[config.mk]
export PLATFORM = sky130hd
export DESIGN_NAME = vector_load_store_burst_sequencer
export DESIGN_NICKNAME = d
export VERILOG_FILES = /design/src/hw/rtl/vlsbs_pkg.sv /design/src/hw/rtl/vector_load_store_burst_sequencer.sv /design/src/hw/rtl/vlsbs_front.sv /design/src/hw/rtl/vlsbs_back.sv
export VERILOG_INCLUDE_DIRS = /design/src /design/src/hw/rtl
export SDC_FILE = /design/constraint.sdc
export NUM_CORES = 2
export LEC_CHECK = 0
export BUFFER_PORTS_ARGS = -buffer_cell sky130_fd_sc_hd__buf_2
export CAP_MARGIN = 0
export CORE_MARGIN = 1.5
export CORE_UTILIZATION = 60
export CTS_CLUSTER_DIAMETER = 40
export DETAILED_ROUTE_END_ITERATION = 7
export PLACE_DENSITY = 0.77
export SLEW_MARGIN = 20
export SYNTH_ARGS = -nofsm -noshare
export SYNTH_HDL_FRONTEND = slang
export SYNTH_SLANG_ARGS = --single-unit
[constraint.sdc]
create_clock -name clock -period 14.45 [get_ports clock]
set_input_delay 0.7225 -clock clock [delete_from_list [all_inputs] [get_ports clock]]
set_output_delay 0.7225 -clock clock [all_outputs]
set_load 0.005 [all_outputs]
[src/hw/rtl/vector_load_store_burst_sequencer_macros.svh]
// assertion helpers for the sequencer back part
`ifndef VECTOR_LOAD_STORE_BURST_SEQUENCER_MACROS_SVH
`define VECTOR_LOAD_STORE_BURST_SEQUENCER_MACROS_SVH

// property that must hold at every edge out of reset
`define VLS_ASSERT(lbl, prop, msg) \
   lbl: assert property (@(posedge clock) disable iff (reset) (prop)) else $error(msg);

// implication checked in the cycle after the antecedent
`define VLS_ASSERT_NEXT(lbl, ante, cons, msg) \
   lbl: assert property (@(posedge clock) disable iff (reset) (ante) |=> (cons)) \
      else $error(msg);

`endif

[src/hw/rtl/vlsbs_pkg.sv]
package vlsbs_pkg;

   localparam int QUEUE_DEPTH  = 8;
   localparam int BURST_TOKENS = 4;
   localparam int PTR_W        = $clog2(QUEUE_DEPTH);
   localparam int CNT_W        = $clog2(QUEUE_DEPTH + 1);
   localparam int TOK_W        = $clog2(BURST_TOKENS + 1);
   localparam int TAG_W        = 3;
   localparam int BYTES_W      = 20;
   localparam int LIM_W        = 9;
   localparam int LIM_MIN      = 8;
   localparam int LIM_MAX      = 256;

   typedef enum logic [2:0] {
      OP_ENQ   = 3'd0,
      OP_TICK  = 3'd1,
      OP_RESP  = 3'd2,
      OP_DENY  = 3'd3,
      OP_GRANT = 3'd4,
      OP_NONE  = 3'd5
   } op_type;

   typedef enum logic [2:0] {
      KIND_NONE   = 3'd0,
      KIND_ACCEPT = 3'd1,
      KIND_REJECT = 3'd2,
      KIND_BURST  = 3'd3,
      KIND_RETIRE = 3'd4
   } kind_type;

   localparam logic [1:0] CSR_MAX_BURST   = 2'd0;
   localparam logic [1:0] CSR_START_DELAY = 2'd1;
   localparam logic [1:0] CSR_END_DELAY   = 2'd2;

   typedef struct packed {
      op_type              op;
      logic [63:0]         base_addr;
      logic                is_store;
      logic [BYTES_W-1:0]  bytes;
      logic [15:0]         reg_offset;
      logic [TAG_W-1:0]    resp_tag;
   } item_type;

   typedef struct packed {
      kind_type            kind;
      logic [TAG_W-1:0]    slot_tag;
      logic [63:0]         burst_addr;
      logic [8:0]          burst_bytes;
      logic                burst_write;
      logic [BYTES_W-1:0]  burst_reg_offset;
      logic                last;
   } result_type;

   function automatic logic [PTR_W-1:0] ptr_next(input logic [PTR_W-1:0] p);
      ptr_next = (p == PTR_W'(QUEUE_DEPTH - 1)) ? '0 : p + PTR_W'(1);
   endfunction

endpackage

[src/hw/rtl/vector_load_store_burst_sequencer.sv]
// vector load/store burst sequencer. requests (enqueue, tick, burst response,
// burst denied, grant) are taken into a two-entry queue by the front part and
// carried out by the back part one per cycle while the result buffer has room.
// a tick can produce up to two results (a burst and a retire); those leave the
// result buffer one transfer per cycle while the output is not stalled, so a
// tick with two results holds the back part until its second result is taken.
// instruction slots, burst bookkeeping and the 32-bit tick clock all live in
// the back part; configuration writes are always ready and must only be done
// while the block is idle.
module vector_load_store_burst_sequencer import vlsbs_pkg::*; (
   input  logic        clock,
   input  logic        reset,
   // request channel
   input  logic        req_valid,
   output logic        req_stall,
   input  logic [2:0]  req_mode,
   input  logic [63:0] req_base_addr,
   input  logic        req_is_store,
   input  logic [15:0] req_elem_count,
   input  logic [2:0]  req_width_code,
   input  logic [15:0] req_reg_offset,
   input  logic [2:0]  req_resp_tag,
   // result channel
   output logic        rsp_valid,
   input  logic        rsp_stall,
   output logic [2:0]  rsp_kind,
   output logic [2:0]  rsp_slot_tag,
   output logic [63:0] rsp_burst_addr,
   output logic [8:0]  rsp_burst_bytes,
   output logic        rsp_burst_write,
   output logic [19:0] rsp_burst_reg_offset,
   output logic        rsp_last,
   // configuration write channel
   input  logic        csr_valid,
   output logic        csr_ready,
   input  logic [1:0]  csr_index,
   input  logic [8:0]  csr_data
);

   logic       q_valid, q_pop;
   item_type   q_item;
   result_type res;

   // registers take a transfer in any cycle
   assign csr_ready = 1'b1;

   vlsbs_front u_front (
      .clock          (clock),
      .reset          (reset),
      .req_valid      (req_valid),
      .req_stall      (req_stall),
      .req_mode       (req_mode),
      .req_base_addr  (req_base_addr),
      .req_is_store   (req_is_store),
      .req_elem_count (req_elem_count),
      .req_width_code (req_width_code),
      .req_reg_offset (req_reg_offset),
      .req_resp_tag   (req_resp_tag),
      .q_valid        (q_valid),
      .q_item         (q_item),
      .q_pop          (q_pop)
   );

   vlsbs_back u_back (
      .clock     (clock),
      .reset     (reset),
      .q_valid   (q_valid),
      .q_item    (q_item),
      .q_pop     (q_pop),
      .csr_valid (csr_valid && csr_ready),
      .csr_index (csr_index),
      .csr_data  (csr_data),
      .rsp_valid (rsp_valid),
      .rsp_stall (rsp_stall),
      .rsp_res   (res)
   );

   // unpack the buffered result onto the ports
   assign rsp_kind             = res.kind;
   assign rsp_slot_tag         = res.slot_tag;
   assign rsp_burst_addr       = res.burst_addr;
   assign rsp_burst_bytes      = res.burst_bytes;
   assign rsp_burst_write      = res.burst_write;
   assign rsp_burst_reg_offset = res.burst_reg_offset;
   assign rsp_last             = res.last;

endmodule

[src/hw/rtl/vlsbs_front.sv]
module vlsbs_front import vlsbs_pkg::*; (
   input  logic        clock,
   input  logic        reset,
   input  logic        req_valid,
   output logic        req_stall,
   input  logic [2:0]  req_mode,
   input  logic [63:0] req_base_addr,
   input  logic        req_is_store,
   input  logic [15:0] req_elem_count,
   input  logic [2:0]  req_width_code,
   input  logic [15:0] req_reg_offset,
   input  logic [2:0]  req_resp_tag,
   output logic        q_valid,
   output item_type    q_item,
   input  logic        q_pop
);

   item_type   slot_ff [2];
   logic       wr_ff, wr_in, rd_ff, rd_in;
   logic [1:0] cnt_ff, cnt_in;
   item_type   dec;
   logic [1:0] shift;
   logic       push;

   // classify the request and size the transfer
   always_comb begin
      shift = (req_width_code >= 3'd5) ? 2'(req_width_code - 3'd4) : 2'd0;
      dec.base_addr  = req_base_addr;
      dec.is_store   = req_is_store;
      dec.bytes      = BYTES_W'(req_elem_count) << shift;
      dec.reg_offset = req_reg_offset;
      dec.resp_tag   = req_resp_tag;
      unique case (req_mode)
         OP_ENQ:   dec.op = OP_ENQ;
         OP_TICK:  dec.op = OP_TICK;
         OP_RESP:  dec.op = OP_RESP;
         OP_DENY:  dec.op = OP_DENY;
         OP_GRANT: dec.op = OP_GRANT;
         default:  dec.op = OP_NONE;
      endcase
   end

   assign req_stall = (cnt_ff == 2'd2);
   assign push      = req_valid && !req_stall;
   assign q_valid   = (cnt_ff != 2'd0);
   assign q_item    = slot_ff[rd_ff];

   always_comb begin
      wr_in  = wr_ff ^ push;
      rd_in  = rd_ff ^ q_pop;
      cnt_in = cnt_ff + 2'(push) - 2'(q_pop);
   end

   always_ff @(posedge clock) begin
      if (reset) begin
         wr_ff  <= 1'b0;
         rd_ff  <= 1'b0;
         cnt_ff <= 2'd0;
      end else begin
         wr_ff  <= wr_in;
         rd_ff  <= rd_in;
         cnt_ff <= cnt_in;
      end
   end

   always_ff @(posedge clock) begin
      if (push) begin
         slot_ff[wr_ff] <= dec;
      end
   end

endmodule

[src/hw/rtl/vlsbs_back.sv]
`include "vector_load_store_burst_sequencer_macros.svh"

module vlsbs_back import vlsbs_pkg::*; (
   input  logic         clock,
   input  logic         reset,
   input  logic         q_valid,
   input  item_type     q_item,
   output logic         q_pop,
   input  logic         csr_valid,
   input  logic [1:0]   csr_index,
   input  logic [8:0]   csr_data,
   output logic         rsp_valid,
   input  logic         rsp_stall,
   output result_type   rsp_res
);

   logic [63:0]        saddr_ff [QUEUE_DEPTH];
   logic [BYTES_W-1:0] sbytes_ff [QUEUE_DEPTH];
   logic               swrite_ff [QUEUE_DEPTH];
   logic [15:0]        sroff_ff [QUEUE_DEPTH];
   logic [31:0]        ready_ff [QUEUE_DEPTH], ready_in [QUEUE_DEPTH];
   logic [2:0]         outst_ff [QUEUE_DEPTH], outst_in [QUEUE_DEPTH];
   logic               issued_ff [QUEUE_DEPTH], issued_in [QUEUE_DEPTH];
   logic [31:0]        age [QUEUE_DEPTH];
   logic               passed [QUEUE_DEPTH];

   logic [PTR_W-1:0]   head_ff, head_in, wait_ff, wait_in, tail_ff, tail_in;
   logic [CNT_W-1:0]   occ_ff, occ_in, wcnt_ff, wcnt_in;
   logic [63:0]        caddr_ff, caddr_in;
   logic [BYTES_W-1:0] crem_ff, crem_in, croff_ff, croff_in;
   logic               stall_ff, stall_in;
   logic [TOK_W-1:0]   tok_ff, tok_in;
   logic [31:0]        tick_ff, tick_in;
   logic [8:0]         maxb_ff;
   logic [3:0]         sdly_ff, edly_ff;

   result_type         res_ff [2], res_in [2];
   logic [1:0]         rcnt_ff, rcnt_in;

   logic               xfer, enq_wr, resp_ok;
   logic [LIM_W-1:0]   lim, size;
   logic [PTR_W-1:0]   wp, rtag;
   logic [1:0]         n;
   result_type         nres [2];

   function automatic result_type mk(input kind_type k, input logic [TAG_W-1:0] t);
      result_type r;
      r = '0;
      r.kind = k;
      r.slot_tag = t;
      mk = r;
   endfunction

   assign xfer      = rsp_valid && !rsp_stall;
   assign rsp_valid = (rcnt_ff != 2'd0);
   assign rsp_res   = res_ff[0];
   assign q_pop     = q_valid && (rcnt_ff == 2'd0 || (rcnt_ff == 2'd1 && xfer));
   assign enq_wr    = q_pop && q_item.op == OP_ENQ && occ_ff != CNT_W'(QUEUE_DEPTH);
   assign rtag      = PTR_W'(q_item.resp_tag);
   assign resp_ok   = (int'(q_item.resp_tag) < QUEUE_DEPTH) && outst_ff[rtag] != 3'd0;

   always_comb begin
      lim = (maxb_ff < 9'(LIM_MIN)) ? LIM_W'(LIM_MIN) :
            (maxb_ff > 9'(LIM_MAX)) ? LIM_W'(LIM_MAX) : maxb_ff;
      for (int i = 0; i < QUEUE_DEPTH; i++) begin
         age[i]    = tick_ff - ready_ff[i];
         passed[i] = !age[i][31];
      end
   end

   always_comb begin
      ready_in  = ready_ff;
      outst_in  = outst_ff;
      issued_in = issued_ff;
      head_in   = head_ff;
      wait_in   = wait_ff;
      tail_in   = tail_ff;
      occ_in    = occ_ff;
      wcnt_in   = wcnt_ff;
      caddr_in  = caddr_ff;
      crem_in   = crem_ff;
      croff_in  = croff_ff;
      stall_in  = stall_ff;
      tok_in    = tok_ff;
      tick_in   = tick_ff;
      nres[0]   = '0;
      nres[1]   = '0;
      n         = 2'd0;
      wp        = wait_ff;
      size      = '0;
      if (q_pop) begin
         unique case (q_item.op)
            OP_ENQ: begin
               n = 2'd1;
               if (occ_ff == CNT_W'(QUEUE_DEPTH)) begin
                  nres[0] = mk(KIND_REJECT, TAG_W'(tail_ff));
               end else begin
                  nres[0] = mk(KIND_ACCEPT, TAG_W'(tail_ff));
                  ready_in[tail_ff]  = tick_ff + 32'(sdly_ff);
                  outst_in[tail_ff]  = 3'd0;
                  issued_in[tail_ff] = 1'b0;
                  tail_in = ptr_next(tail_ff);
                  occ_in  = occ_ff + CNT_W'(1);
                  wcnt_in = wcnt_ff + CNT_W'(1);
               end
            end
            OP_TICK: begin
               // start the oldest waiting instruction
               if (wcnt_in != '0 && crem_in == '0 && passed[wp]) begin
                  caddr_in = saddr_ff[wp];
                  crem_in  = sbytes_ff[wp];
                  croff_in = BYTES_W'(sroff_ff[wp]);
                  if (crem_in == '0) begin
                     issued_in[wp] = 1'b1;
                     wp = ptr_next(wp);
                     if (wcnt_in != '0) wcnt_in = wcnt_in - CNT_W'(1);
                  end
               end
               // at most one burst per tick
               if (crem_in != '0 && tok_ff != '0 && !stall_ff) begin
                  size = (crem_in < BYTES_W'(lim)) ? LIM_W'(crem_in) : lim;
                  nres[0] = mk(KIND_BURST, TAG_W'(wp));
                  nres[0].burst_addr       = caddr_in;
                  nres[0].burst_bytes      = size;
                  nres[0].burst_write      = swrite_ff[wp];
                  nres[0].burst_reg_offset = croff_in;
                  n = 2'd1;
                  tok_in = tok_ff - TOK_W'(1);
                  outst_in[wp] = outst_in[wp] + 3'd1;
                  caddr_in = caddr_in + 64'(size);
                  crem_in  = crem_in - BYTES_W'(size);
                  croff_in = croff_in + BYTES_W'(size);
                  if (crem_in == '0) begin
                     issued_in[wp] = 1'b1;
                     wp = ptr_next(wp);
                     if (wcnt_in != '0) wcnt_in = wcnt_in - CNT_W'(1);
                  end
               end
               wait_in = wp;
               // in-order retire of the head
               if (occ_ff != '0 && outst_in[head_ff] == 3'd0 && issued_in[head_ff]
                   && passed[head_ff]) begin
                  nres[n[0]] = mk(KIND_RETIRE, TAG_W'(head_ff));
                  n = n + 2'd1;
                  issued_in[head_ff] = 1'b0;
                  head_in = ptr_next(head_ff);
                  occ_in  = occ_ff - CNT_W'(1);
               end
               tick_in = tick_ff + 32'd1;
            end
            OP_RESP: begin
               if (resp_ok) begin
                  outst_in[rtag] = outst_ff[rtag] - 3'd1;
                  if (tok_ff < TOK_W'(BURST_TOKENS)) tok_in = tok_ff + TOK_W'(1);
                  if (outst_in[rtag] == 3'd0) ready_in[rtag] = tick_ff + 32'(edly_ff);
               end
            end
            OP_DENY:  stall_in = 1'b1;
            OP_GRANT: stall_in = 1'b0;
            default: ;
         endcase
         if (n == 2'd2) nres[1].last = 1'b1;
         else if (n == 2'd1) nres[0].last = 1'b1;
      end
      // output buffer: load on pop, otherwise shift on transfer
      res_in  = res_ff;
      rcnt_in = rcnt_ff;
      if (q_pop) begin
         res_in  = nres;
         rcnt_in = n;
      end else if (xfer) begin
         res_in[0] = res_ff[1];
         rcnt_in   = rcnt_ff - 2'd1;
      end
   end

   always_ff @(posedge clock) begin
      if (reset) begin
         for (int i = 0; i < QUEUE_DEPTH; i++) begin
            outst_ff[i]  <= 3'd0;
            issued_ff[i] <= 1'b0;
         end
         head_ff  <= '0;
         wait_ff  <= '0;
         tail_ff  <= '0;
         occ_ff   <= '0;
         wcnt_ff  <= '0;
         caddr_ff <= '0;
         crem_ff  <= '0;
         croff_ff <= '0;
         stall_ff <= 1'b0;
         tok_ff   <= TOK_W'(BURST_TOKENS);
         tick_ff  <= '0;
         rcnt_ff  <= 2'd0;
         maxb_ff  <= 9'd16;
         sdly_ff  <= 4'd5;
         edly_ff  <= 4'd4;
      end else begin
         outst_ff  <= outst_in;
         issued_ff <= issued_in;
         head_ff   <= head_in;
         wait_ff   <= wait_in;
         tail_ff   <= tail_in;
         occ_ff    <= occ_in;
         wcnt_ff   <= wcnt_in;
         caddr_ff  <= caddr_in;
         crem_ff   <= crem_in;
         croff_ff  <= croff_in;
         stall_ff  <= stall_in;
         tok_ff    <= tok_in;
         tick_ff   <= tick_in;
         rcnt_ff   <= rcnt_in;
         if (csr_valid) begin
            unique case (csr_index)
               CSR_MAX_BURST:   maxb_ff <= csr_data;
               CSR_START_DELAY: sdly_ff <= csr_data[3:0];
               CSR_END_DELAY:   edly_ff <= csr_data[3:0];
               default: ;
            endcase
         end
      end
   end

   always_ff @(posedge clock) begin
      ready_ff <= ready_in;
      res_ff   <= res_in;
      if (enq_wr) begin
         saddr_ff[tail_ff]  <= q_item.base_addr;
         sbytes_ff[tail_ff] <= q_item.bytes;
         swrite_ff[tail_ff] <= q_item.is_store;
         sroff_ff[tail_ff]  <= q_item.reg_offset;
      end
   end

   `VLS_ASSERT(a_tok_bound, tok_ff <= TOK_W'(BURST_TOKENS), "burst tokens above pool size")
   `VLS_ASSERT(a_wait_le_occ, wcnt_ff <= occ_ff, "more waiting than occupied slots")
   `VLS_ASSERT(a_rcnt_bound, rcnt_ff <= 2'd2, "result buffer overflow")
   `VLS_ASSERT_NEXT(a_pop_empties, q_pop && q_item.op == OP_DENY, rcnt_ff == 2'd0 && stall_ff, "deny left results or no stall")

endmodule
# Word level (Yosys, flattened, before mapping)
# Memory sizes are Yosys's and may differ from the RTL's. A register that Yosys moved wholly into a read port is not among the register bits.
# Cells that the tools add are included.
totals:
  inputBits: 122
  ramBits: 1022
  mem_count: 5
  latch_bits: 0
  romBits: 0
  ff_bits: 670
  elab_cells: 363
memory_table:
  columns: ["name", "depth", "word_bits", "rd", "rd_clocked_by_memory_dff", "wr", "line_no", "source"]
  rows:
  - ["u_back.saddr_ff", 8, 64, 1, 1, 1, "vlsbs_back.sv:17", "logic [63:0] saddr_ff [QUEUE_DEPTH];"]
  - ["u_front.slot_ff", 2, 107, 1, 1, 1, "vlsbs_front.sv:18", "item_type slot_ff [2];"]
  - ["u_back.sbytes_ff", 8, 20, 1, 1, 1, "vlsbs_back.sv:18", "logic [BYTES_W-1:0] sbytes_ff [QUEUE_DEPTH];"]
  - ["u_back.sroff_ff", 8, 16, 1, 1, 1, "vlsbs_back.sv:20", "logic [15:0] sroff_ff [QUEUE_DEPTH];"]
  - ["u_back.swrite_ff", 8, 1, 1, 0, 1, "vlsbs_back.sv:19", "logic swrite_ff [QUEUE_DEPTH];"]
classes:
  shifts: 1
  multipliers: 0
  reduce_logical: 67
  muxes: 142
  addsub: 32
  div_mod_pow: 0
  n_bitwise: 17
  n_eq_ne: 26
  n_lt_le_gt_ge: 17
ops:
  columns: ["cell", "count"]
  rows:
  - ["256-bit two-way mux", 3]
  - ["256-bit bitwise mux", 2]
  - ["256-bit one-hot mux with 2 select lines", 1]
  - ["101-bit two-way mux", 5]
  - ["64-bit two-way mux", 4]
  - ["32-bit subtractor", 8]
  - ["202-bit bitwise mux", 1]
  - ["202-bit two-way mux", 1]
  - ["101-bit one-hot mux with 2 select lines", 1]
  - ["100-bit two-way mux", 2]
  - ["32-bit demux with 3-bit select", 2]
  - ["20-bit two-way mux", 8]
  - ["24-bit two-way mux", 5]
  - ["101-bit demux with 1-bit select", 1]
  - ["3-bit two-way mux", 30]
  - ["8-bit two-way mux", 10]
  - ["24-bit one-hot mux with 3 select lines", 1]
  - ["32-bit by 4-bit adder with 32-bit output", 2]
  - ["64-bit by 9-bit adder with 64-bit output", 1]
  - ["32-bit two-way mux", 2]
  - ["20-bit zero test", 3]
  - ["24-bit bitwise mux", 2]
  - ["4-bit two-way mux", 11]
  - ["3-bit binary-select mux with 3-bit select", 4]
  - ["64 further kinds", 192]

# Logic depth before layout (Yosys ltp)
depth:
  word_depth: 32
  ltp_mapped: 50
  mapped_depth_nobuf: 43

# Cells and area by module
# From an unflattened synthesis, not the netlist that was laid out.
unflattened:
  cells_unflattened: 5884
  hier_area_um2: 76055.4
modules_own_cells:
  columns: ["mod", "cells_each", "n_inst", "area_each_um2"]
  rows:
  - ["vlsbs_back", 5482, 1, 67785.0]
  - ["vlsbs_front", 400, 1, 8259.2]
  - ["vector_load_store_burst_sequencer", 2, 1, 11.3]

# Worst setup path before layout
# OpenSTA, ideal clock, no wires.
synth_timing:
  path_kind: "reg-to-reg"
  start: "register u_front.rd_ff (netlist name)"
  end: "memory u_back.saddr_ff[0][0] (enable)"
  setup_time_ns: 0.804
  arrival_ns: 11.286
  required_time_ns: 13.646
  path_buffers: 2
  stages_incl_launch_ff: 8
  path_slack_ns: 2.359
  path_cell_list: "dfxtp_1 > clkbuf_1 > mux2_2 > or2_2 > nor2_1 > nand3_1 > clkbuf_1 > nor4_1"
synth_lines:
  columns: ["element", "line_no"]
  rows:
  - ["end: declaration", "vlsbs_back.sv:17"]

# Final worst setup path
layout_timing:
  start: "register u_back.tick_ff[18]"
  end: "register u_back.rcnt_ff[0]"
layout_via:
  elab_chain_cells: 29
layout_rtl:
  columns: ["element", "line_no", "source"]
  rows:
  - ["start: declaration", "vlsbs_back.sv:33", "logic [31:0] tick_ff, tick_in;"]
  - ["start signal: assignment", "vlsbs_back.sv:211", "tick_ff <= tick_in;"]
  - ["branches (longest 25 deep; another with 32-bit subtractor)", null, null]
  - ["2-bit two-way mux *", "vlsbs_back.sv:141", "if (occ_ff != '0 && outst_in[head_ff] == 3'd0 && issued_in[head_ff]"]
  - ["2-bit one-hot mux with 2 select lines *", "vlsbs_back.sv:92", "unique case (q_item.op)"]
  - ["2-bit two-way mux *", "vlsbs_back.sv:91", "if (q_pop) begin"]
  - ["2-bit two-way mux *", "vlsbs_back.sv:168", "if (q_pop) begin"]
  - ["end signal: assignment", "vlsbs_back.sv:212", "rcnt_ff <= rcnt_in;"]
  - ["end: declaration", "vlsbs_back.sv:38", "logic [1:0] rcnt_ff, rcnt_in;"]
# Every way passes the cells marked *. The select of a mux whose other input is x is not followed.
# A chain may end at the register's enable or synchronous reset.

==> impl_metrics.tcl <==
set metrics [dict create \
    grt_antenna_before_repair 3 \
    gp_congestion 0.965 \
    rsz0062_at_grt "false" \
    via_per_inst 6.57 \
    htree_num_levels 4 \
    p_sw_mw 5.76 \
    die_h_microns 358 \
    fin_hold_ws_ns 0.0790 \
    p_int_mw 10.2 \
    yosysSeqAreaShare 0.603 \
    rows 130 \
    yosys.area.top_type_share 0.546 \
    min_period_over_period 0.856 \
    startpoint_type "flip-flop" \
    nets 6278 \
    root_buffer "clkbuf_16" \
    dpl_cell_area_sq_um 77600 \
    p_seq_frac 0.363 \
    cts_resized 0 \
    ys.warnings.count 0 \
    drtIter0Drc 6687 \
    io_buffers 224 \
    relSlewSlack 0.213 \
    clk_pin_slew_ns 0.06 \
    final_hold_viol_count 0 \
    cts_tree "yes" \
    num-fill-cells 8640 \
    die_w_microns 358 \
    yosysUniqueCellTypes 97 \
    dr.pass1.iters 7 \
    cp_slowest_cell "or4_2" \
    status "completed" \
    fp.dieArea_sq_um 128000 \
    power_leakage_nw 29.1 \
    fin_cells 7666 \
    synth.avg_cell_area_sq_um 13.1 \
    max-cap-violations 0 \
    drc 0 \
    max_freq_mhz 80.8 \
    crit_required_ns 15.19 \
    postLayoutCoreUtil 0.672 \
    grt_max_degree 102 \
    p_clk_frac 0.306 \
    wl_per_cell_microns 27.3 \
    netlist_area_sq_um 75500 \
    synth_cells 5751 \
    endpoint_kind "flip-flop" \
    postRouteAntennaNets 0 \
    synth_edf_count 1374 \
    worst_slew_pin_slew_ns 1.17 \
    start_util 0.603 \
    synth-main-ff-cell "edfxtp_1" \
    cpPeakStageDelay_ns 0.98 \
    grt_first_pass_wirelength_microns 309000 \
    rrSetupSlack_ns 2.08 \
    arrival_ns 13.11 \
    yosysMostFrequentCell "edfxtp_1" \
    critPathKind "flip-flop to flip-flop" \
    io_pins 226 \
    grt_usage 0.324 \
    dp_cells 7299 \
    synth.largest_area_cell "edfxtp_1" \
    power_frac_comb 0.332 \
    finalWorstSetupSlack_ns 2.08 \
    synthTopCellsByArea "edfxtp_1 (55%), mux4_2 (5.9%), dfxtp_1 (5.7%), ha_1 (5.1%), mux2i_1 (2.7%)" \
    clk_latency_ns 0.83 \
    skew_ns 0.0510 \
    yosys-top-cells-count "edfxtp_1 (1,374), nor2_1 (431), nand2_1 (384)" \
    postCtsSetupBuffers 0 \
    cts_sinks 1589 \
    switching_share 0.362 \
    cts_hold_buf 0 \
    fin_area_sq_um 84200 \
    ir_worst_vdd_v 0.000400 \
    cts_buffer_depth 3 \
    dpl.hpwl_microns 128000 \
    tns_ns 0 \
    total_power_mw 15.9 \
    slew_violations 0 \
    hp-class "input pin to flip-flop" \
    drt_wl_total_microns 209000 \
    final.min_clock_period_ns 12.37 \
    drive_gt1_frac 0.176 \
    crit_top_cell "ha_1" \
    grt_pass1_vias 49500 \
    finalSetupViolCount 0 \
    vias 50400 \
    crit_fanout 24 \
    synthToLayoutAreaGrowth_pct 11.5 \
    syn_nets 6185 \
    grt-ovfl-total 0 \
    core_sq_um 125000 \
    numCtsBuffers 193 \
    synth-async-reset-ratio 0 \
    synth_seq_cells 1589 \
    pre_cts_ws_ns 2.45 \
    power_density_nw_per_um2 189 \
]
-- worst max-delay path: cells and delay by family (launching register included) --
family / cells / cell delay, ns
flops: 1 / 0.82
simple gates: 13 / 3.70
compound gates: 14 / 4.71
fa+ha+maj: 5 / 1.74
mux: 2 / 0.82
buf+inv: 3 / 0.45
-- layout make-up --
class | instances | area [sq um] | share of cell area
Clock inverter | 118 | 1310 | 0.0156
Antenna cell | 4 | 10.0 | 0.000119
Timing Repair Buffer | 298 | 1710 | 0.0203
Clock buffer | 245 | 5260 | 0.0625
Tap cell | 1650 | 2060 | 0.0245
Multi-Input combinational cell | 3453 | 27100 | 0.322
Sequential cell | 1589 | 45600 | 0.541
Inverter | 309 | 1160 | 0.0138
-- final timing paths --
| path | cells after the start | from | endpoint |
|---|---|---|---|
| max reg2reg | 37 | u_back.tick_ff[18]$_SDFFE_PP0P_ | u_back.rcnt_ff[0]$_SDFFE_PP0P_ |
| max | 37 | u_back.tick_ff[18]$_SDFFE_PP0P_ | u_back.rcnt_ff[0]$_SDFFE_PP0P_ |
| min | 1 | req_reg_offset[12] | u_front.slot_ff[0][15]$_DFFE_PP_ |
| min reg2reg | 2 | u_back.croff_ff[3]$_SDFFE_PP0P_ | u_back.croff_ff[3]$_SDFFE_PP0P_ |
-- logic make-up (layout without fill, tap and decap cells) --
| family | after synthesis | after routing | synth area share |
|---|---|---|---|
| flip-flops | 1589 | 1589 | 0.603 |
| AND/OR/NAND/NOR | 1291 | 1291 | 0.0803 |
| AO/OA/AOI/OAI | 1083 | 1083 | 0.0888 |
| buffers and inverters | 709 | 970 | 0.0419 |
| multiplexers | 555 | 555 | 0.109 |
| adder cells (fa/ha/maj) | 315 | 315 | 0.0528 |
| XOR/XNOR | 208 | 208 | 0.0242 |
| other | 1 | 5 | 0.0000496 |
-- sequential cells by signal (all words and copies together), names as in the netlist, 3 cells and up, named ones only --
| register | count |
|---|---|
| u_back.caddr_ff | 64 |
| u_back.crem_ff | 20 |
| u_back.croff_ff | 20 |
| u_back.edly_ff | 4 |
| u_back.head_ff | 3 |
| u_back.issued_ff | 8 |
| u_back.maxb_ff | 9 |
| u_back.occ_ff | 4 |
| u_back.outst_ff | 24 |
| u_back.ready_ff | 256 |
| u_back.res_ff | 5 |
| u_back.rsp_res | 101 |
| u_back.saddr_ff | 512 |
| u_back.sbytes_ff | 152 |
| u_back.sdly_ff | 4 |
| u_back.sroff_ff | 128 |
| u_back.swrite_ff | 8 |
| u_back.tail_ff | 3 |
| u_back.tick_ff | 32 |
| u_back.tok_ff | 3 |
| u_back.wait_ff | 3 |
| u_back.wcnt_ff | 4 |
| u_front.slot_ff | 212 |
-- layout by cell type, fill, tap and decap left out, types with 197 or more instances in the layout --
cell	instances
clkbuf_16	197
buf_2	223
inv_1	300
edfxtp_1	1374
ha_1	303
o22ai_1	291
nand2_1	375
a21oi_1	287
mux2i_1	203
nor2_1	426
o21ai_0	200
mux4_2	198
dfxtp_1	211
-- power groups by stage --
stage	sequential (mW)	clock (mW)	combinational, mW
global route	5.80	5.09	5.65
finish	5.78	4.87	5.28
detailed placement	5.85	0	5.10
floorplan	5.84	0	3.65
CTS	5.77	4.90	5.16
global placement	5.84	0	5.06
-- metal layers --
layer,wire length [microns],vias up,track usage
met5,15,-,0
met4,9810,4,0.149
met3,19400,569,0.0613
met2,100000,2931,0.528
met1,79600,25000,0.424
li1,-,21900,-
Power figures use the tool's default switching activity.
